==> src/rtl/hcbp_pkg.sv <==
// ----------------------------------------------------------------------------
// hcbp_pkg
// Shared widths, opcodes and types of the Huffman code bit packer.
// ----------------------------------------------------------------------------
package hcbp_pkg;

    localparam int OP_W   = 2;
    localparam int SYM_W  = 8;
    localparam int CODE_W = 32;
    localparam int LEN_W  = 6;
    localparam int BYTE_W = 8;
    localparam int PEND_W = 7;
    localparam int CNT_W  = 3;

    localparam int DEF_MAX_CODE_LEN  = 32;
    localparam int DEF_ALPHABET_SIZE = 256;

    localparam logic [OP_W-1:0] OP_WRITE  = 2'd0;
    localparam logic [OP_W-1:0] OP_ENCODE = 2'd1;
    localparam logic [OP_W-1:0] OP_FLUSH  = 2'd2;

    typedef struct packed {
        logic [OP_W-1:0]   opcode;
        logic [LEN_W-1:0]  len;
        logic [CODE_W-1:0] code;
    } t_lookup;

endpackage

==> src/rtl/hcbp_out_if.sv <==
// ----------------------------------------------------------------------------
// hcbp_out_if
// Output item channel: packed byte and last flag.
// ----------------------------------------------------------------------------
interface hcbp_out_if;
    import hcbp_pkg::*;

    logic              valid;
    logic              ready;
    logic [BYTE_W-1:0] out_byte;
    logic              last;

    modport source (output valid, out_byte, last, input ready);
    modport sink   (input valid, out_byte, last, output ready);
endinterface

==> src/rtl/hcbp_pack.sv <==
// ----------------------------------------------------------------------------
// hcbp_pack
// Bit packer: pending bit state, byte burst register and output register.
// ----------------------------------------------------------------------------
module hcbp_pack #(
    parameter int MAX_CODE_LEN = hcbp_pkg::DEF_MAX_CODE_LEN
) (
    input  logic              i_clk,
    input  logic              i_rst_n,
    input  logic              i_lk_valid,
    input  hcbp_pkg::t_lookup i_lk,
    output logic              o_take,
    hcbp_out_if.source        o_out
);
    import hcbp_pkg::*;

    localparam int ACC_W = PEND_W + MAX_CODE_LEN;
    localparam int TOT_W = $clog2(ACC_W + 1);
    localparam int REM_W = $clog2(ACC_W / BYTE_W + 1);

    logic [PEND_W-1:0] r_pend;
    logic [CNT_W-1:0]  r_pcnt;
    logic [ACC_W-1:0]  r_b_acc;
    logic [TOT_W-1:0]  r_b_shift;
    logic [REM_W-1:0]  r_b_rem;
    logic              r_o_valid;
    logic [BYTE_W-1:0] r_o_byte;
    logic              r_o_last;

    logic [TOT_W-1:0]  clen;
    logic [ACC_W-1:0]  acc;
    logic [TOT_W-1:0]  total;
    logic [REM_W-1:0]  nby;
    logic [PEND_W-1:0] n_pend;
    logic [BYTE_W-1:0] flush_byte;
    logic              emit_go;
    logic              b_free;
    logic              do_enc;
    logic              do_flush;

    assign clen  = TOT_W'(i_lk.len);
    assign acc   = (ACC_W'(r_pend) << clen) | ACC_W'(i_lk.code);
    assign total = TOT_W'(r_pcnt) + clen;
    assign nby   = REM_W'(total >> 3);
    assign n_pend = acc[PEND_W-1:0] & ~({PEND_W{1'b1}} << total[CNT_W-1:0]);
    assign flush_byte = BYTE_W'({1'b0, r_pend} << (4'd8 - {1'b0, r_pcnt}));

    assign emit_go  = (r_b_rem != '0) && (!r_o_valid || o_out.ready);
    assign b_free   = (r_b_rem == '0) || ((r_b_rem == REM_W'(1)) && emit_go);
    assign o_take   = i_lk_valid && b_free;
    assign do_enc   = o_take && (i_lk.opcode == OP_ENCODE);
    assign do_flush = o_take && (i_lk.opcode == OP_FLUSH) && (r_pcnt != '0);

    always_ff @(posedge i_clk) begin
        if (!i_rst_n) begin
            r_pend    <= '0;
            r_pcnt    <= '0;
            r_b_rem   <= '0;
            r_o_valid <= 1'b0;
        end else begin
            if (do_enc) begin
                r_pend <= n_pend;
                r_pcnt <= total[CNT_W-1:0];
            end else if (do_flush) begin
                r_pend <= '0;
                r_pcnt <= '0;
            end
            if (do_enc) begin
                r_b_rem <= nby;
            end else if (do_flush) begin
                r_b_rem <= REM_W'(1);
            end else if (emit_go) begin
                r_b_rem <= r_b_rem - REM_W'(1);
            end
            if (!r_o_valid || o_out.ready) begin
                r_o_valid <= emit_go;
            end
        end
    end

    always_ff @(posedge i_clk) begin
        if (do_enc) begin
            r_b_acc   <= acc;
            r_b_shift <= total - TOT_W'(BYTE_W);
        end else if (do_flush) begin
            r_b_acc   <= ACC_W'(flush_byte);
            r_b_shift <= '0;
        end else if (emit_go) begin
            r_b_shift <= r_b_shift - TOT_W'(BYTE_W);
        end
        if (emit_go) begin
            r_o_byte <= BYTE_W'(r_b_acc >> r_b_shift);
            r_o_last <= (r_b_rem == REM_W'(1));
        end
    end

    assign o_out.valid    = r_o_valid;
    assign o_out.out_byte = r_o_byte;
    assign o_out.last     = r_o_last;

endmodule

==> src/flat_wrapper.sv <==
// flat-port wrapper written by rule: the top's interface ports become plain ports
module hcbp_pack_flat import hcbp_pkg::*;
#(
    parameter int MAX_CODE_LEN = hcbp_pkg::DEF_MAX_CODE_LEN
)
  (i_clk, i_rst_n, i_lk_valid, i_lk, o_take, o_out_valid, o_out_out_byte, o_out_last, o_out_ready);
  hcbp_out_if o_out_i ();
  input  logic i_clk;
  input  logic i_rst_n;
  input  logic i_lk_valid;
  input  hcbp_pkg::t_lookup i_lk;
  output logic o_take;
  output wire logic [$bits(o_out_i.valid)-1:0] o_out_valid;
  output wire logic [$bits(o_out_i.out_byte)-1:0] o_out_out_byte;
  output wire logic [$bits(o_out_i.last)-1:0] o_out_last;
  input wire logic [$bits(o_out_i.ready)-1:0] o_out_ready;
  assign o_out_valid = o_out_i.valid;
  assign o_out_out_byte = o_out_i.out_byte;
  assign o_out_last = o_out_i.last;
  assign o_out_i.ready = o_out_ready;
  hcbp_pack #(.MAX_CODE_LEN(MAX_CODE_LEN)) u_core (.i_clk(i_clk), .i_rst_n(i_rst_n), .i_lk_valid(i_lk_valid), .i_lk(i_lk), .o_take(o_take), .o_out(o_out_i));
endmodule
==> config.mk <==
export PLATFORM = sky130hd
export DESIGN_NAME = hcbp_pack_flat
export DESIGN_NICKNAME = d
export VERILOG_FILES = /design/src/rtl/hcbp_pkg.sv /design/src/rtl/hcbp_out_if.sv /design/src/rtl/hcbp_pack.sv /design/src/flat_wrapper.sv
export SDC_FILE = /design/constraint.sdc
export NUM_CORES = 1
export LEC_CHECK = 0
export BUFFER_PORTS_ARGS = -buffer_cell sky130_fd_sc_hd__buf_2
export CORE_MARGIN = 5
export CORE_UTILIZATION = 58
export DETAILED_ROUTE_END_ITERATION = 10
export GPL_TIMING_DRIVEN = 0
export PLACE_DENSITY_LB_ADDON = 0.08
export SETUP_SLACK_MARGIN = 0.15
export SYNTH_ARGS = -nofsm -noshare
export SYNTH_HDL_FRONTEND = slang
export SYNTH_SLANG_ARGS = --single-unit
==> constraint.sdc <==
create_clock -name i_clk -period 3.32 [get_ports i_clk]
set_input_delay 0.332 -clock i_clk [delete_from_list [all_inputs] [get_ports i_clk]]
set_output_delay 0.332 -clock i_clk [all_outputs]
set_load 0.02 [all_outputs]
==> metrics.md <==
| Metric | Value |
|---|---|
| Status | completed |
| Clk buf depth | 2 |
| Setup CP Type | register to register |
| Share of layout cells above drive strength 1 | 23.4% |
| DRT iter0 DRCs | slightly below 500 |
| Vias | 4790 |
| Synth top area cells | edfxtp_1 31%, mux4_2 13%, mux2i_1 6.4% |
| First-pass GRT wire length | 24500 um |
| Die Width | between 100 and 150 um |
| Fin crit share | 85.6% |
| Endpoints failing setup | 0 |
| # port buffers | 53 |
| Startpoint types | register |
| Count of pins over their slew limit | 0 |
| Library cells used by synthesis | 65 |
| Diode count | 0 |
| Syn. warnings | 0 |
| Post-synthesis compound-gate area fraction | 18.0% |
| Xor and xnor area share after synthesis | between 1 and 1.5% |
| Mux contribution to synthesized area | 23.0% |
| Slowest cell on crit path | inv_2 |
| Total congestion overflow | 0 |
| Critical Path Sink Type | register |
| # placed instances | 673 |
| Vias per inst | 6.95 |
| Setup Skew | 16.2 ps |
| Layout area overhead | 11.7% |
| Fmax | roughly 350 MHz |
| Worst hold slack | 258 ps |
| Post-Syn Instances | 512 |
| # resized after CTS | 0 |
| Number of flops mapped to enable cells by yosys | 54 |
| Ports | 55 |
| H-tree depth | 3 |
| Worst hold-check path type | input pin to register |
| R2R Setup Slk | approximately 480 ps |
| Max_cap viols | 0 |
| Syn Std Cell Area | 0.00530 mm2 |
| Non-Filler Instances | about 690 |
| Peak VDD IR | 0.000256 V |
| Seq/Total Area, Yosys | 35.9% |
| Synth top cells by count | 54 x edfxtp_1, 49 x nor2_1, 47 x a21oi_1 |
| Met2 WL | 6990 um |
| Die H | 106 um |
| Initial antenna violation count | 0 |
| Biggest area consumer among synthesized cells | edfxtp_1 |
| Crit path cell chain | inv_1 -> ha_1 -> ha_1 -> nor2_1 -> mux2i_1 -> or3_1 -> clkbuf_1 -> inv_2 -> o22ai_1 |
| Initial Util | 60.2% |
| LEAKAGE | 2.20 nW |
| RR Endpoint | u_core.r_b_shift[4]$_DFFE_PP_ |
| HPWL Detailed | 11800 um |
| Met3 wire length | 1780 um |
| Crit path buf inv count | 3 |
| DRC | 0 |
| Hold Startpoint | i_rst_n |
| Worst hold path cell count | 2 |
| Yosys reg bits | 68 |
| Synthesized Nets | 567 |
| Antenna Violating Nets Remaining | 0 |
| Synth top area share | 30.6% |
| CP top delay family | buffers and inverters |
| Worst EP required | 3370 ps |
| Num CTS Buffers | 9 |
| Worst reg2reg path depth | 9 |
| DRT met1 WL | 6310 um |
| Hold EP | u_core.r_b_rem[1]$_SDFFE_PN0P_ |
| Final net count | 631 |
| Pwr/cell area | between 500 and 600 mW/mm2 |
| Post-synthesis adder-cell area fraction | 2.74% |
| Combinational family with the most area after synthesis | multiplexers |
| GP Congestion | 0.931 |
| Clock latency on the worst-skew pair | 350 ps |
| Die footprint | 0.0112 mm2 |
| Min cycle time layout | between 2000 and 3000 ps |
| Vias in the first global route | 4516 |
| Fraction of registers with async set/reset | 0% |
| RSZ-0062 raised after global routing | no |
| CTS Hold Bufs | 0 |
| Core Area | about 0.009 mm2 |
| CTS tree | yes |
| Setup TNS | 0 ps |
| Top sig layer | met4 |
| Primary FF master, synth | edfxtp_1 |
| Reg2reg start | u_core.r_pcnt[0]$_SDFFE_PN0P_ |
| CP most frequent cell | ha_1 |
| Critical path arrival | roughly 2900 ps |
| WL per Instance | 22.5 um |
| DR pass1 iterations | 5 |
| Post-Route WL | 15500 um |
| Slew HR | 26.8% |
| Sink Count | 68 |
| Dpl cell area | between 0.005 and 0.006 mm2 |
| All-Layer GR Usage | 28.2% |
| Actual slew at the worst max-slew pin | 1090 ps |
| Most common cell in the netlist | edfxtp_1 |
| Largest net degree at the start of global routing | 46 |
| Final instance area | 0.00593 mm2 |
| Root buffer cell | clkbuf_8 |
| Setup Buffers After CTS | 0 |
| Worst-path clk slew | about 90 ps |
| Simple-gate share of the synthesized area | 13.4% |
| Max stage delay on crit path | 680 ps |
| Hold Vio Cnt, Final | 0 |
| FP Rows | 34 |
| Syn_area_per_cell | 10.4 um2 |
| Max Fanout on Critical Path | 45 |
[power by group]
group | internal [W] | switching, W
sequential | 0.00115 | 0.0000890
combinational | 0.000549 | 0.000884
clock | 0.000428 | 0.000353
[routing by layer]
metal / up-vias / global-route usage (%)
met5: - / 0
met4: 0 / 8.88
met3: 40 / 6.23
met2: 374 / 44.1
met1: 2245 / 39.5
li1: 2131 / -
[worst reg2reg max path: cells and delay by family (launching register included)]
kind                     cells  cell delay (ps)
AO/OA/AOI/OAI                1              180
adder cells (fa/ha/maj)      2              400
buffers and inverters        3             1010
flip-flops                   1              470
multiplexers                 1               90
AND/OR/NAND/NOR              2              390
[registers in the layout (all words and copies together), names as in the netlist]
signal / count
u_core.r_b_rem: 3
u_core.r_b_acc: 39
u_core.o_out.last: 1
u_core.r_pend: 7
u_core.r_pcnt: 3
u_core.o_out.out_byte: 8
u_core.o_out.valid: 1
u_core.r_b_shift: 6
[logic make-up after synthesis]
| kind of cell | Yosys count |
|---|---|
| xor+xnor | 6 |
| compound gates | 143 |
| fa+ha+maj | 11 |
| flops | 68 |
| mux | 78 |
| buf+inv | 64 |
| simple gates | 142 |
[cell usage in the layout, fill, tap and decap left out, types with 5 or more instances in the layout]
cell type  synthesis  routed
nor3_1            11      11
o21ai_0           12      12
and3_1             5       5
mux4_2            30      30
inv_1             19      18
buf_6              6       6
nor2b_1            7       7
ha_1              10      10
and2_1             5       5
a221oi_1           9       9
a22oi_1           16      16
clkbuf_1          19      19
nand3_1           13      13
dfxtp_1           14      14
o22ai_1            7       7
a21oi_1           47      47
edfxtp_1          54      54
mux2_2            11      11
nor2_1            49      49
mux2i_1           34      34
clkbuf_8           0       9
nand2_1           30      30
buf_2             12      65
o31ai_1            7       7
nand2b_1           5       5
a31oi_1            7       7
[layout make-up]
cell class                      count  area, um2
Tap cell                          108        135
Clock buffer                        9        124
Timing Repair Buffer               53        265
Multi-Input combinational cell    380       3090
Buffer                             43        233
Inverter                           21       78.8
Clock inverter                      7       98.8
Sequential cell                    68       1900
Fill cell                         692       2880
[worst max path at each step]
stage                                        from                             end  slack [ps]  cells past startpoint
detailed placement  u_core.r_pcnt[0]$_SDFFE_PN0P_  u_core.r_b_rem[1]$_SDFFE_PN0P_         510                     10
global route        u_core.r_pcnt[0]$_SDFFE_PN0P_   u_core.r_b_shift[3]$_DFFE_PP_         180                      9
CTS                 u_core.r_pcnt[0]$_SDFFE_PN0P_   u_core.r_b_shift[4]$_DFFE_PP_         480                      9
global placement    u_core.r_pcnt[0]$_SDFFE_PN0P_   u_core.r_b_shift[4]$_DFFE_PP_          40                      9
floorplan           u_core.r_pcnt[0]$_SDFFE_PN0P_   u_core.r_b_shift[4]$_DFFE_PP_         550                      9
finish              u_core.r_pcnt[0]$_SDFFE_PN0P_   u_core.r_b_shift[4]$_DFFE_PP_         480                      9
[metrics by stage]
stage          utilization [%]  setup WS (ps)  power [W]
3_3_place_gp              64.8           38.9    0.00264
5_1_grt                   67.3            184    0.00364
3_5_place_dp              64.8            512    0.00267
6_report                  67.3            480    0.00346
4_1_cts                   67.3            482    0.00344
2_1_floorplan                -            549    0.00227
(Power assumes the default switching activity.)
